===== src/brl_pkg.sv =====
`timescale 1ns / 1ps
`default_nettype none

package brl_pkg;

    // coordinate width; the delta and error widths below follow from it
    localparam int COORD_BITS  = 16;
    localparam int DX_BITS     = COORD_BITS + 1;
    localparam int DY_BITS     = COORD_BITS + 2;
    localparam int ERR_BITS    = COORD_BITS + 3;

    localparam int COLOR_BITS  = 32;
    localparam int DIM_BITS    = 13;
    localparam int STRIDE_BITS = 14;
    localparam int ADDR_BITS   = 25;
    localparam int PROD_BITS   = DIM_BITS + STRIDE_BITS;
    localparam int CMP_BITS    = (COORD_BITS > DIM_BITS) ? COORD_BITS : DIM_BITS;

    localparam int IN_FIELD_BITS  = 4 * COORD_BITS + COLOR_BITS;
    localparam int IN_DATA_BITS   = ((IN_FIELD_BITS + 7) / 8) * 8;
    localparam int OUT_FIELD_BITS = ADDR_BITS + COLOR_BITS + 2 * COORD_BITS;
    localparam int OUT_DATA_BITS  = ((OUT_FIELD_BITS + 7) / 8) * 8;
    localparam int OUT_PAD_BITS   = OUT_DATA_BITS - OUT_FIELD_BITS;

    // configuration port
    localparam int APB_DATA_BITS = 32;
    localparam int PADDR_BITS    = 4;
    localparam int REG_IDX_BITS  = PADDR_BITS - 2;

    localparam logic [REG_IDX_BITS-1:0] REG_SCREEN_WIDTH  = REG_IDX_BITS'(0);
    localparam logic [REG_IDX_BITS-1:0] REG_SCREEN_HEIGHT = REG_IDX_BITS'(1);
    localparam logic [REG_IDX_BITS-1:0] REG_ROW_STRIDE    = REG_IDX_BITS'(2);

    localparam logic [DIM_BITS-1:0]    RESET_WIDTH  = DIM_BITS'(1024);
    localparam logic [DIM_BITS-1:0]    RESET_HEIGHT = DIM_BITS'(768);
    localparam logic [STRIDE_BITS-1:0] RESET_STRIDE = STRIDE_BITS'(1024);

    // item kinds
    localparam logic FUNC_START = 1'b0;
    localparam logic FUNC_STEP  = 1'b1;

    // command queue between front and back, depth a power of two
    localparam int QUEUE_DEPTH = 2;
    localparam int QPTR_BITS   = $clog2(QUEUE_DEPTH);
    localparam int QCNT_BITS   = QPTR_BITS + 1;

    typedef struct packed {
        logic                          is_start;
        logic signed [COORD_BITS-1:0]  x0;
        logic signed [COORD_BITS-1:0]  y0;
        logic signed [COORD_BITS-1:0]  x1;
        logic signed [COORD_BITS-1:0]  y1;
        logic [DX_BITS-1:0]            dx_abs;
        logic signed [DY_BITS-1:0]     dy_neg;
        logic                          step_x_neg;
        logic                          step_y_neg;
        logic signed [ERR_BITS-1:0]    err;
        logic [COLOR_BITS-1:0]         color;
    } brl_cmd_t;

    typedef struct packed {
        logic [DIM_BITS-1:0]    width;
        logic [DIM_BITS-1:0]    height;
        logic [STRIDE_BITS-1:0] stride;
    } brl_cfg_t;

    typedef struct packed {
        logic [ADDR_BITS-1:0]          addr;
        logic [COLOR_BITS-1:0]         color;
        logic                          we;
        logic signed [COORD_BITS-1:0]  x;
        logic signed [COORD_BITS-1:0]  y;
        logic                          last;
    } brl_pix_t;

endpackage

`default_nettype wire


===== src/brl_front.sv =====
`timescale 1ns / 1ps
`default_nettype none

module brl_front import brl_pkg::*; (
    input  logic                    aclk,
    input  logic                    aresetn,
    input  logic                    s_tvalid,
    output logic                    s_tready,
    input  logic [IN_DATA_BITS-1:0] s_tdata,
    input  logic                    s_tuser,
    output logic                    cmd_valid,
    input  logic                    cmd_ready,
    output brl_cmd_t                cmd
);

    logic signed [COORD_BITS-1:0] x0, y0, x1, y1;
    logic signed [DX_BITS-1:0]    diff_x, diff_y;
    logic                         x_ge, y_ge;
    logic [DX_BITS-1:0]           dx_abs, dy_abs;
    logic [DY_BITS-1:0]           dy_neg;
    brl_cmd_t                     cmd_next;
    logic                         valid_reg, valid_next;
    brl_cmd_t                     cmd_reg;
    logic                         load;

    assign x0 = s_tdata[COORD_BITS-1:0];
    assign y0 = s_tdata[2*COORD_BITS-1:COORD_BITS];
    assign x1 = s_tdata[3*COORD_BITS-1:2*COORD_BITS];
    assign y1 = s_tdata[4*COORD_BITS-1:3*COORD_BITS];

    // deltas and directions worked out for every item; the back uses them on a start
    always_comb begin
        diff_x = $signed({x1[COORD_BITS-1], x1}) - $signed({x0[COORD_BITS-1], x0});
        diff_y = $signed({y1[COORD_BITS-1], y1}) - $signed({y0[COORD_BITS-1], y0});
        x_ge   = (x1 >= x0);
        y_ge   = (y1 >= y0);
        dx_abs = x_ge ? diff_x : -diff_x;
        dy_abs = y_ge ? diff_y : -diff_y;
        dy_neg = DY_BITS'(0) - {1'b0, dy_abs};

        cmd_next            = '0;
        cmd_next.is_start   = (s_tuser == FUNC_START);
        cmd_next.x0         = x0;
        cmd_next.y0         = y0;
        cmd_next.x1         = x1;
        cmd_next.y1         = y1;
        cmd_next.dx_abs     = dx_abs;
        cmd_next.dy_neg     = dy_neg;
        cmd_next.step_x_neg = !(x0 < x1);
        cmd_next.step_y_neg = !(y0 < y1);
        cmd_next.err        = {2'b00, dx_abs} + {dy_neg[DY_BITS-1], dy_neg};
        cmd_next.color      = s_tdata[4*COORD_BITS+COLOR_BITS-1:4*COORD_BITS];
    end

    assign s_tready = !valid_reg || cmd_ready;
    assign load     = s_tvalid && s_tready;

    always_comb begin
        if (load) begin
            valid_next = 1'b1;
        end else if (cmd_ready) begin
            valid_next = 1'b0;
        end else begin
            valid_next = valid_reg;
        end
    end

    always_ff @(posedge aclk) begin
        if (!aresetn) begin
            valid_reg <= 1'b0;
        end else begin
            valid_reg <= valid_next;
        end
        if (load) begin
            cmd_reg <= cmd_next;
        end
    end

    assign cmd_valid = valid_reg;
    assign cmd       = cmd_reg;

endmodule

`default_nettype wire


===== src/brl_queue.sv =====
`timescale 1ns / 1ps
`default_nettype none

module brl_queue import brl_pkg::*; (
    input  logic     aclk,
    input  logic     aresetn,
    input  logic     in_valid,
    output logic     in_ready,
    input  brl_cmd_t in_cmd,
    output logic     out_valid,
    input  logic     out_ready,
    output brl_cmd_t out_cmd
);

    brl_cmd_t               entry_reg [QUEUE_DEPTH];
    logic [QPTR_BITS-1:0]   wr_ptr_reg, wr_ptr_next;
    logic [QPTR_BITS-1:0]   rd_ptr_reg, rd_ptr_next;
    logic [QCNT_BITS-1:0]   count_reg, count_next;
    logic                   push, pop;

    assign in_ready  = (count_reg != QCNT_BITS'(QUEUE_DEPTH));
    assign out_valid = (count_reg != '0);
    assign out_cmd   = entry_reg[rd_ptr_reg];
    assign push      = in_valid && in_ready;
    assign pop       = out_valid && out_ready;

    always_comb begin
        wr_ptr_next = push ? wr_ptr_reg + 1'b1 : wr_ptr_reg;
        rd_ptr_next = pop  ? rd_ptr_reg + 1'b1 : rd_ptr_reg;
        count_next  = count_reg;
        if (push && !pop) begin
            count_next = count_reg + 1'b1;
        end else if (pop && !push) begin
            count_next = count_reg - 1'b1;
        end
    end

    always_ff @(posedge aclk) begin
        if (!aresetn) begin
            wr_ptr_reg <= '0;
            rd_ptr_reg <= '0;
            count_reg  <= '0;
        end else begin
            wr_ptr_reg <= wr_ptr_next;
            rd_ptr_reg <= rd_ptr_next;
            count_reg  <= count_next;
        end
        if (push) begin
            entry_reg[wr_ptr_reg] <= in_cmd;
        end
    end

endmodule

`default_nettype wire


===== src/brl_back.sv =====
`timescale 1ns / 1ps
`default_nettype none

module brl_back import brl_pkg::*; (
    input  logic     aclk,
    input  logic     aresetn,
    input  brl_cfg_t cfg,
    input  logic     cmd_valid,
    output logic     cmd_ready,
    input  brl_cmd_t cmd,
    output logic     pix_valid,
    input  logic     pix_ready,
    output brl_pix_t pix
);

    // line state
    logic                         active_reg, active_next;
    logic signed [COORD_BITS-1:0] cx_reg, cx_next, cy_reg, cy_next;
    logic signed [COORD_BITS-1:0] tx_reg, tx_next, ty_reg, ty_next;
    logic [DX_BITS-1:0]           dx_reg, dx_next;
    logic signed [DY_BITS-1:0]    dy_reg, dy_next;
    logic                         sxn_reg, sxn_next, syn_reg, syn_next;
    logic signed [ERR_BITS-1:0]   err_reg, err_next;
    logic [COLOR_BITS-1:0]        color_reg, color_next;

    // pixel stage
    logic                         a_valid_reg, a_valid_next;
    logic                         a_pix_reg;
    logic signed [COORD_BITS-1:0] a_x_reg, a_y_reg;
    logic [COLOR_BITS-1:0]        a_color_reg;
    logic                         a_last_reg;

    // output stage
    logic                         b_valid_reg, b_valid_next;
    brl_pix_t                     b_pix_reg, b_pix_next;

    logic                         adv_a, adv_b, take;
    logic signed [ERR_BITS:0]     e2, dy_ext, dx_ext;
    logic                         go_x, go_y;
    logic [ERR_BITS-1:0]          add_x, add_y;
    logic signed [COORD_BITS-1:0] step_x, step_y;
    logic                         produce, at_end, last_flag;

    logic [CMP_BITS-1:0]          x_ext, y_ext;
    logic                         on_screen;
    logic [PROD_BITS-1:0]         prod, sum;

    assign adv_b     = !b_valid_reg || pix_ready;
    assign adv_a     = !a_valid_reg || adv_b;
    assign cmd_ready = adv_a;
    assign take      = cmd_valid && adv_a;

    // one bresenham update per cycle while an item is taken; a held output stalls it
    always_comb begin
        e2     = $signed({err_reg, 1'b0});
        dy_ext = $signed({{(ERR_BITS + 1 - DY_BITS){dy_reg[DY_BITS-1]}}, dy_reg});
        dx_ext = $signed({{(ERR_BITS + 1 - DX_BITS){1'b0}}, dx_reg});
        go_x   = (e2 >= dy_ext);
        go_y   = (e2 <= dx_ext);
        add_x  = go_x ? dy_ext[ERR_BITS-1:0] : '0;
        add_y  = go_y ? dx_ext[ERR_BITS-1:0] : '0;
        step_x = sxn_reg ? {COORD_BITS{1'b1}} : COORD_BITS'(1);
        step_y = syn_reg ? {COORD_BITS{1'b1}} : COORD_BITS'(1);

        cx_next = cx_reg;  cy_next = cy_reg;
        tx_next = tx_reg;  ty_next = ty_reg;
        dx_next = dx_reg;  dy_next = dy_reg;
        sxn_next = sxn_reg; syn_next = syn_reg;
        err_next = err_reg; color_next = color_reg;

        if (cmd.is_start) begin
            cx_next    = cmd.x0;
            cy_next    = cmd.y0;
            tx_next    = cmd.x1;
            ty_next    = cmd.y1;
            dx_next    = cmd.dx_abs;
            dy_next    = cmd.dy_neg;
            sxn_next   = cmd.step_x_neg;
            syn_next   = cmd.step_y_neg;
            err_next   = cmd.err;
            color_next = cmd.color;
        end else if (active_reg) begin
            err_next = err_reg + add_x + add_y;
            if (go_x) begin
                cx_next = cx_reg + step_x;
            end
            if (go_y) begin
                cy_next = cy_reg + step_y;
            end
        end

        produce     = cmd.is_start || active_reg;
        at_end      = (cx_next == tx_next) && (cy_next == ty_next);
        last_flag   = produce ? at_end : 1'b1;
        active_next = produce ? !at_end : active_reg;
    end

    assign a_valid_next = take ? 1'b1 : (adv_b ? 1'b0 : a_valid_reg);

    // clip, then y * stride + x
    always_comb begin
        x_ext     = CMP_BITS'($unsigned(a_x_reg));
        y_ext     = CMP_BITS'($unsigned(a_y_reg));
        on_screen = a_pix_reg && !a_x_reg[COORD_BITS-1] && !a_y_reg[COORD_BITS-1]
                    && (x_ext < CMP_BITS'(cfg.width)) && (y_ext < CMP_BITS'(cfg.height));
        prod      = y_ext[DIM_BITS-1:0] * cfg.stride;
        sum       = prod + PROD_BITS'(x_ext[DIM_BITS-1:0]);

        b_pix_next       = '0;
        b_pix_next.addr  = on_screen ? sum[ADDR_BITS-1:0] : '0;
        b_pix_next.color = a_pix_reg ? a_color_reg : '0;
        b_pix_next.we    = on_screen;
        b_pix_next.x     = a_pix_reg ? a_x_reg : '0;
        b_pix_next.y     = a_pix_reg ? a_y_reg : '0;
        b_pix_next.last  = a_last_reg;
    end

    assign b_valid_next = adv_b ? a_valid_reg : b_valid_reg;

    always_ff @(posedge aclk) begin
        if (!aresetn) begin
            active_reg  <= 1'b0;
            cx_reg      <= '0;
            cy_reg      <= '0;
            tx_reg      <= '0;
            ty_reg      <= '0;
            dx_reg      <= '0;
            dy_reg      <= '0;
            sxn_reg     <= 1'b0;
            syn_reg     <= 1'b0;
            err_reg     <= '0;
            color_reg   <= '0;
            a_valid_reg <= 1'b0;
            b_valid_reg <= 1'b0;
        end else begin
            if (take) begin
                active_reg <= active_next;
                cx_reg     <= cx_next;
                cy_reg     <= cy_next;
                tx_reg     <= tx_next;
                ty_reg     <= ty_next;
                dx_reg     <= dx_next;
                dy_reg     <= dy_next;
                sxn_reg    <= sxn_next;
                syn_reg    <= syn_next;
                err_reg    <= err_next;
                color_reg  <= color_next;
            end
            a_valid_reg <= a_valid_next;
            b_valid_reg <= b_valid_next;
        end
        if (take) begin
            a_pix_reg   <= produce;
            a_x_reg     <= cx_next;
            a_y_reg     <= cy_next;
            a_color_reg <= color_next;
            a_last_reg  <= last_flag;
        end
        if (adv_b && a_valid_reg) begin
            b_pix_reg <= b_pix_next;
        end
    end

    assign pix_valid = b_valid_reg;
    assign pix       = b_pix_reg;

endmodule

`default_nettype wire


===== src/bresenham_line_rasterizer.sv =====
`timescale 1ns / 1ps
`default_nettype none

// Line rasterizer: a start item (tuser 0) loads both endpoints and the color and
// returns the first endpoint; each step item (tuser 1) moves one pixel along the
// line and returns it. Every result carries the framebuffer word address
// y * row_stride_words + x (low 25 bits), the color, a write enable that is low
// for pixels off screen (address then reads 0), the coordinates, and tlast on
// the end point. A step with no line in progress returns an all-zero result
// with tlast high. One item is taken and one result leaves per clock while
// m_tready is high; the back end's error-term update is combinational.
// From input to output an item passes the input register, the two-entry
// command queue, the line stepper and the address multiply stage.
// Screen size and stride are written over the register port; the user must
// do so only while no item is in flight, as the block does not enforce it.
module bresenham_line_rasterizer import brl_pkg::*; (
    input  logic                       aclk,
    input  logic                       aresetn,

    // start_x, start_y, end_x, end_y, pixel_color (from bit 0 up)
    input  logic [IN_DATA_BITS-1:0]    s_tdata,
    // func
    input  logic                       s_tuser,
    input  logic                       s_tvalid,
    output logic                       s_tready,

    // pixel_address, write_color, pixel_x, pixel_y, zero fill (from bit 0 up)
    output logic [OUT_DATA_BITS-1:0]   m_tdata,
    // write_enable
    output logic                       m_tuser,
    output logic                       m_tlast,
    output logic                       m_tvalid,
    input  logic                       m_tready,

    input  logic                       psel,
    input  logic                       penable,
    input  logic                       pwrite,
    input  logic [PADDR_BITS-1:0]      paddr,
    input  logic [APB_DATA_BITS-1:0]   pwdata,
    output logic [APB_DATA_BITS-1:0]   prdata,
    output logic                       pready
);

    // configuration registers
    logic [DIM_BITS-1:0]     width_reg, width_next;
    logic [DIM_BITS-1:0]     height_reg, height_next;
    logic [STRIDE_BITS-1:0]  stride_reg, stride_next;
    logic                    cfg_write;
    logic [REG_IDX_BITS-1:0] reg_idx;
    brl_cfg_t                cfg;

    // front to queue, queue to back
    logic                    f_valid, f_ready;
    brl_cmd_t                f_cmd;
    logic                    q_valid, q_ready;
    brl_cmd_t                q_cmd;
    logic                    out_valid;
    brl_pix_t                out_pix;

    assign pready    = 1'b1;
    assign reg_idx   = paddr[PADDR_BITS-1:2];
    assign cfg_write = psel && penable && pwrite && pready;

    always_comb begin
        width_next  = width_reg;
        height_next = height_reg;
        stride_next = stride_reg;
        if (cfg_write) begin
            case (reg_idx)
                REG_SCREEN_WIDTH:  width_next  = pwdata[DIM_BITS-1:0];
                REG_SCREEN_HEIGHT: height_next = pwdata[DIM_BITS-1:0];
                REG_ROW_STRIDE:    stride_next = pwdata[STRIDE_BITS-1:0];
                default:           ;
            endcase
        end
    end

    always_comb begin
        case (reg_idx)
            REG_SCREEN_WIDTH:  prdata = APB_DATA_BITS'(width_reg);
            REG_SCREEN_HEIGHT: prdata = APB_DATA_BITS'(height_reg);
            REG_ROW_STRIDE:    prdata = APB_DATA_BITS'(stride_reg);
            default:           prdata = '0;
        endcase
    end

    always_ff @(posedge aclk) begin
        if (!aresetn) begin
            width_reg  <= RESET_WIDTH;
            height_reg <= RESET_HEIGHT;
            stride_reg <= RESET_STRIDE;
        end else begin
            width_reg  <= width_next;
            height_reg <= height_next;
            stride_reg <= stride_next;
        end
    end

    assign cfg.width  = width_reg;
    assign cfg.height = height_reg;
    assign cfg.stride = stride_reg;

    // front: takes items, works out deltas for starts
    brl_front u_front (
        .aclk      (aclk),
        .aresetn   (aresetn),
        .s_tvalid  (s_tvalid),
        .s_tready  (s_tready),
        .s_tdata   (s_tdata),
        .s_tuser   (s_tuser),
        .cmd_valid (f_valid),
        .cmd_ready (f_ready),
        .cmd       (f_cmd)
    );

    // short queue so front and back stall independently
    brl_queue u_queue (
        .aclk      (aclk),
        .aresetn   (aresetn),
        .in_valid  (f_valid),
        .in_ready  (f_ready),
        .in_cmd    (f_cmd),
        .out_valid (q_valid),
        .out_ready (q_ready),
        .out_cmd   (q_cmd)
    );

    // back: line stepper, clipping, address, output register
    brl_back u_back (
        .aclk      (aclk),
        .aresetn   (aresetn),
        .cfg       (cfg),
        .cmd_valid (q_valid),
        .cmd_ready (q_ready),
        .cmd       (q_cmd),
        .pix_valid (out_valid),
        .pix_ready (m_tready),
        .pix       (out_pix)
    );

    assign m_tvalid = out_valid;
    assign m_tuser  = out_pix.we;
    assign m_tlast  = out_pix.last;
    assign m_tdata  = {{OUT_PAD_BITS{1'b0}}, out_pix.y, out_pix.x,
                       out_pix.color, out_pix.addr};

    // a written pixel never has a negative coordinate
    a_we_on_screen: assert property (@(posedge aclk) disable iff (!aresetn)
        m_tvalid && m_tuser |-> !out_pix.x[COORD_BITS-1] && !out_pix.y[COORD_BITS-1])
        else $error("write enable on a negative coordinate");

    // clipped or empty results carry a zero address
    a_clip_addr: assert property (@(posedge aclk) disable iff (!aresetn)
        m_tvalid && !m_tuser |-> out_pix.addr == '0)
        else $error("nonzero address without write enable");

    // nothing leaves the block right after reset
    a_reset_empty: assert property (@(posedge aclk)
        !aresetn |=> !m_tvalid)
        else $error("result valid right after reset");

endmodule

`default_nettype wire

===== config.mk =====
export PLATFORM = sky130hd
export DESIGN_NAME = bresenham_line_rasterizer
export DESIGN_NICKNAME = d
export VERILOG_FILES = /design/src/brl_pkg.sv /design/src/brl_front.sv /design/src/brl_queue.sv /design/src/brl_back.sv /design/src/bresenham_line_rasterizer.sv
export SDC_FILE = /design/constraint.sdc
export NUM_CORES = 2
export LEC_CHECK = 0
export ABC_AREA = 1
export BUFFER_PORTS_ARGS = -buffer_cell sky130_fd_sc_hd__buf_4
export CAP_MARGIN = 20
export CORE_MARGIN = 5
export CORE_UTILIZATION = 60
export DETAILED_ROUTE_END_ITERATION = 6
export GPL_TIMING_DRIVEN = 0
export HOLD_SLACK_MARGIN = 0.06
export PLACE_DENSITY = 0.79
export SKIP_CTS_REPAIR_TIMING = 1
export SLEW_MARGIN = 20
export SYNTH_ARGS = -nofsm -noshare
export SYNTH_HDL_FRONTEND = slang
export SYNTH_HIERARCHICAL = 1
export SYNTH_SLANG_ARGS = --single-unit
export TNS_END_PERCENT = 5

===== constraint.sdc =====
create_clock -name aclk -period 17.4 [get_ports aclk]
set_clock_uncertainty 0.2 [all_clocks]
set_input_delay 0.87 -clock aclk [delete_from_list [all_inputs] [get_ports aclk]]
set_output_delay 0.87 -clock aclk [all_outputs]
set_load 0.005 [all_outputs]

Yosys cells after proc, flatten, opt, wreduce, memory -nomap -nowiden --
Memories as Yosys holds them, arrays and structs flattened. A register that Yosys moved wholly into a read port is not among the register bits. Cells that the tools add are included.
Operators by class: reductions and logical operators 39, bitwise logic cells 1, eq/ne operators 5, multiplexer cells 28, $add $sub $neg 15, $mul 1, $lt $le $gt $ge 8
Operators by type and width (number):
- $mux 16 | 10
- $mux 19 | 3
- $mux 17 | 3
- $pmux 14 s3 | 1
- $add 19x19->19 | 2
- $neg 17->17 | 2
- $sub 16x16->17 | 2
- $add 16x16->16 | 2
- $eq 16x16->1 | 2
- $ge 16x16->1 | 2
- $lt 16x13->1 | 2
- $lt 16x16->1 | 2
- $mux 32 | 1
- $add 25x13->25 | 1
- $mul 13x14->25 | 1
- $ge 20x18->1 | 1
- $le 20x18->1 | 1
- $add 18x18->19 | 1
- $sub 1x17->18 const A | 1
- $logic_and 1x1->1 | 13
- $reduce_and 2->1 | 6
- $logic_not 1->1 | 10
- $reduce_bool 2->1 | 5
- $mux 1 | 8
- 10 further kinds | 15
Storage, ports and cells: memories 1, RAM bits 306, word-level logic and storage cells 140, flip-flop bits (word level) 510, output and inout bits 133, input bits 140
Memory list:
- u_queue.entry_reg | words 2, bits a word 153, rd ports 1, clocked after memory_dff 1, write ports 1, line brl_queue.sv:15 | brl_cmd_t entry_reg [QUEUE_DEPTH];

Longest topological paths before layout --
word-level depth 8, mapped depth 37

Modules after synthesis --
The synthesis kept the hierarchy.
Modules (own cells, without submodules):
- brl_back | instances 1, seq. area each 7817.5 µm², area an instance 23767.8 µm², cells an instance 2943
- brl_queue | instances 1, seq. area each 9288.9 µm², area an instance 11556.1 µm², cells an instance 513
- brl_front | instances 1, seq. area each 4614.4 µm², area an instance 8714.6 µm², cells an instance 896
- bresenham_line_rasterizer | instances 1, seq. area each 800.8 µm², area an instance 2102.0 µm², cells an instance 324

Least setup slack after synthesis --
No wires, ideal clock.
path type input -> register, start point in s_tvalid, end point reg u_front.cmd_reg, in the netlist u_front/cmd[0] (enable), stages on the path 2, data arrival time 8265 ps, slack 8219 ps, setup time 716 ps, cell sequence inv_1 a21oi_1
On the way: cells in the longest elaborated chain, start to end 1
RTL lines:
- start, declared | line bresenham_line_rasterizer.sv:24 | input logic s_tvalid,
- $logic_and 1x1->1 | line brl_front.sv:56 | assign load = s_tvalid && s_tready;
- named net u_front.load | line brl_front.sv:24 | logic load;
- end signal, assigned | line brl_front.sv:75 | cmd_reg <= cmd_next;
- end, declared | line brl_front.sv:23 | brl_cmd_t cmd_reg;
The timed path passes the listed nets, and every way through them passes these cells. A chain may end at the register's enable or synchronous reset.

Final worst setup path --
start point reg u_back.a_y_reg[6], end point reg u_back.b_pix_reg, in the netlist u_back/pix[89] (data pin)
On the way: cells in the longest elaborated chain, start to end 2
RTL lines:
- start, declared | line brl_back.sv:29 | logic signed [COORD_BITS-1:0] a_x_reg, a_y_reg;
- start signal, assigned | line brl_back.sv:155 | a_y_reg <= cy_next;
- $mul 13x14->25 or $lt 16x13->1 (tied branches) | line brl_back.sv:106, brl_back.sv:105
- $add 25x13->25 or $logic_and 1x1->1 (tied branches) | line brl_back.sv:107, brl_back.sv:105
- end signal, assigned | line brl_back.sv:160 | b_pix_reg <= b_pix_next;
- end, declared | line brl_back.sv:35 | brl_pix_t b_pix_reg, b_pix_next;
Parallel ways exist; a longest one is shown, timed or not.

==> reports/metrics.cfg <==
[die]
coreArea_sq_mm = 0.07608
die_h_um = 287.3
rows = 101
initial_core_util_pct = 60.65
die_w_um = 287.3
dieArea_sq_mm = 0.08255
ioPinCount = 273

[route]
antenna_left = 0
num_vias = 33860
wirelength_um = 119800
drc = 0
drtPass1Iterations = 7
drt_iter0_drc = 3092
wl_per_cell_um = 19.53
via_per_inst = 5.519

[setup_path]
worstSetupPathType = reg2reg
cp.arrival_ns = 7.57
required_ns = 17.59
critPathCaptureType = flop
r2r_slack_ns = 10.02
cp-start-kind = flop
r2r_start = u_back/a_y_reg[6]$_DFFE_PP_
path_max_fanout = 10
rr_endpoint = u_back/pix[89]$_SDFFCE_PN0P_
r2r_cells = 23

[hold_path]
hold-path-cell-count = 1
hp-start = s_tdata[71]
hp-class = in2reg
holdPathEnd = u_front/cmd[7]$_DFFE_PP_

[finish]
final_cell_count_no_fill = 6135
largest_register_ffs = 306
drive_above_1_share_pct = 14.71
layout.nets = 5575
final_core_util_pct = 69.22
num-fill-cells = 5707
area_growth_syn_to_layout_pct = 14.13
finalInstanceArea_sq_mm = 0.05266

[timing]
fin_ws_ns = 10.02
hold_slack_ns = 0.1891
hold_viol = 0
worstMarginPinSlew_ns = 0.8830
fin_crit_ns = 7.382
finalSetupViolCount = 0
rsz0062_at_grt = no
slew_headroom_pct = 41.06
fmax_mhz = 135.5
slew_viol_final = 0
finalCritPeriodShare_pct = 42.42
fin_setup_tns_ns = 0

[synthesis]
ys_warn_count = 6
syn_area_sq_mm = 0.04614
synth_cells = 4676
seq_area_frac_synth_pct = 48.81
ys_ff_latch = 817
synth-edff-count = 616
ys.flop_type = edfxtp_1
async_flop_share_pct = 0
avgSynthCellArea_sq_um = 9.868
synth_cell_types = 58

[run]
maxCapViolCount = 0

[placed_design]
place_hpwl_um = 91760
placed_area_sq_mm = 0.04989
routabilityCongestion = 0.9737
port_buffers = 226
dp.cells = 5981
dp_worst_setup_slack_ns = 10.05

[cts]
cts-htree-levels = 3
cts_tree = yes
ctsRootBufferMaster = clkbuf_16
path_clk_slew_ns = 0.07
clockBufferDepth = 3
clock_sinks = 817
cts_buffers = 82
clk_latency_ns = 0.65

[grt]
grt_max_degree = 53
grt_pass1_wl_um = 186300
grt_use_total_pct = 28.89
antenna_found_initial = 1
grt_overflow = 0
grt_pass1_vias = 33770

[pwr]
p_leak_nw = 24.11
power_density_mw_per_mm2 = 161.5
finalPower_mw = 8.502
ir_drop_mv = 0.1014

[run_status]
run_status = finished clean

[synth_stat cells, types with 4 or more instances]
master	number	area share, %
nand2_2	27	0.37
nand4_1	45	0.61
o21bai_1	5	0.081
a31oi_1	8	0.11
mux2_2	83	2.0
buf_6	17	0.41
inv_1	712	5.8
o21a_1	6	0.098
nand3_1	219	2.4
o21ai_0	225	2.4
fa_1	163	7.1
buf_1	10	0.081
a21o_1	9	0.15
and2_1	4	0.054
clkbuf_8	6	0.18
or2_2	52	0.71
o21ai_1	7	0.076
nor2_1	289	2.4
a21oi_1	267	2.9
nor2_2	11	0.15
inv_2	16	0.13
nor2_4	9	0.22
xnor2_1	21	0.40
nor3_1	10	0.11
nand3_2	12	0.26
a21boi_0	7	0.11
ha_1	237	6.4
clkbuf_1	95	0.77
buf_4	32	0.52
o211ai_1	8	0.13
mux2i_1	16	0.35
a211oi_1	32	0.52
buf_2	19	0.21
mux2_4	70	2.3
edfxtp_1	616	40
nand2_1	950	7.7
nand2_4	6	0.15
xor2_1	92	1.7
dfxtp_1	201	8.7
nand3b_1	34	0.55
[report_power, final]
group | leakage, nW | switching, mW | internal [mW]
logic | 15.3 | 2.35 | 1.36
clock network | 1.34 | 0.771 | 1.03
registers | 7.46 | 0.317 | 2.68
[cell type report]
class	instances	area, sq um	area share (%)
Clock inverter	31	409.1	0.7769
Tap cell	1030	1289	2.447
Buffer	181	1049	1.991
Antenna cell	1	2.502	0.004752
Clock buffer	122	2364	4.488
Sequential cell	817	22520	42.77
Inverter	730	2740	5.203
Timing Repair Buffer	251	2325	4.415
Multi-Input combinational cell	2972	19960	37.91
[cell families after synthesis]
group | synth area share [%]
XOR/XNOR | 2.180
adder cells (fa/ha/maj) | 13.50
buffers and inverters | 8.203
multiplexers | 4.651
flip-flops | 48.81
AND/OR/NAND/NOR | 15.81
other | 0.01628
AO/OA/AOI/OAI | 6.834
[worst max-delay path, cell delays in order (launching register included)]
cell and delay (ns):
edfxtp_1 0.71, clkbuf_1 0.48, nand2_1 0.17, fa_1 0.53
fa_1 0.51, inv_1 0.05, fa_1 0.48, fa_1 0.52
fa_1 0.55, inv_1 0.05, fa_1 0.49, inv_1 0.04
ha_1 0.36, a21oi_1 0.19, o21ai_0 0.10, a21oi_1 0.12
a21boi_0 0.48, inv_1 0.10, a21oi_1 0.31, o21a_1 0.20
o21ai_0 0.10, a21o_1 0.18, o21ai_0 0.17, a21oi_1 0.06
[worst max path at each step]
| stage | startpoint | to | slack [ns] |
|---|---|---|---|
| 6_report | u_back/a_y_reg[6]$_DFFE_PP_ | u_back/pix[89]$_SDFFCE_PN0P_ | 10.02 |
| 5_1_grt | u_back/a_y_reg[6]$_DFFE_PP_ | u_back/pix[89]$_SDFFCE_PN0P_ | 9.51 |
| 4_1_cts | u_back/a_y_reg[6]$_DFFE_PP_ | u_back/pix[89]$_SDFFCE_PN0P_ | 10.05 |
| 3_5_place_dp | u_back/a_y_reg[6]$_DFFE_PP_ | u_back/pix[89]$_SDFFCE_PN0P_ | 10.05 |
| 3_3_place_gp | s_tvalid | u_front/cmd[122]$_DFFE_PP_ | 4.38 |
| 2_1_floorplan | s_tvalid | u_front/cmd[0]$_DFFE_PP_ | 8.22 |
[layout by cell type, fill, tap and decap left out, drive strengths merged, types with 153 or more instances in the layout]
cell	Yosys	layout
a21oi	268	268
buf	78	329
clkbuf	101	223
dfxtp	201	201
edfxtp	616	616
fa	163	163
ha	237	237
inv	728	731
mux2	153	153
nand2	983	983
nand3	232	232
nor2	309	309
o21ai	234	234
[layer usage]
layer / vias to the layer above / GRT usage (%) / share of wire (%)
li1: 16070 / - / -
met1: 16150 / 38.15 / 40
met2: 1402 / 48.94 / 48
met3: 247 / 4.362 / 7.9
met4: 0 / 10.49 / 3.8
met5: - / 0 / 0
Power figures use the tool's default switching activity.
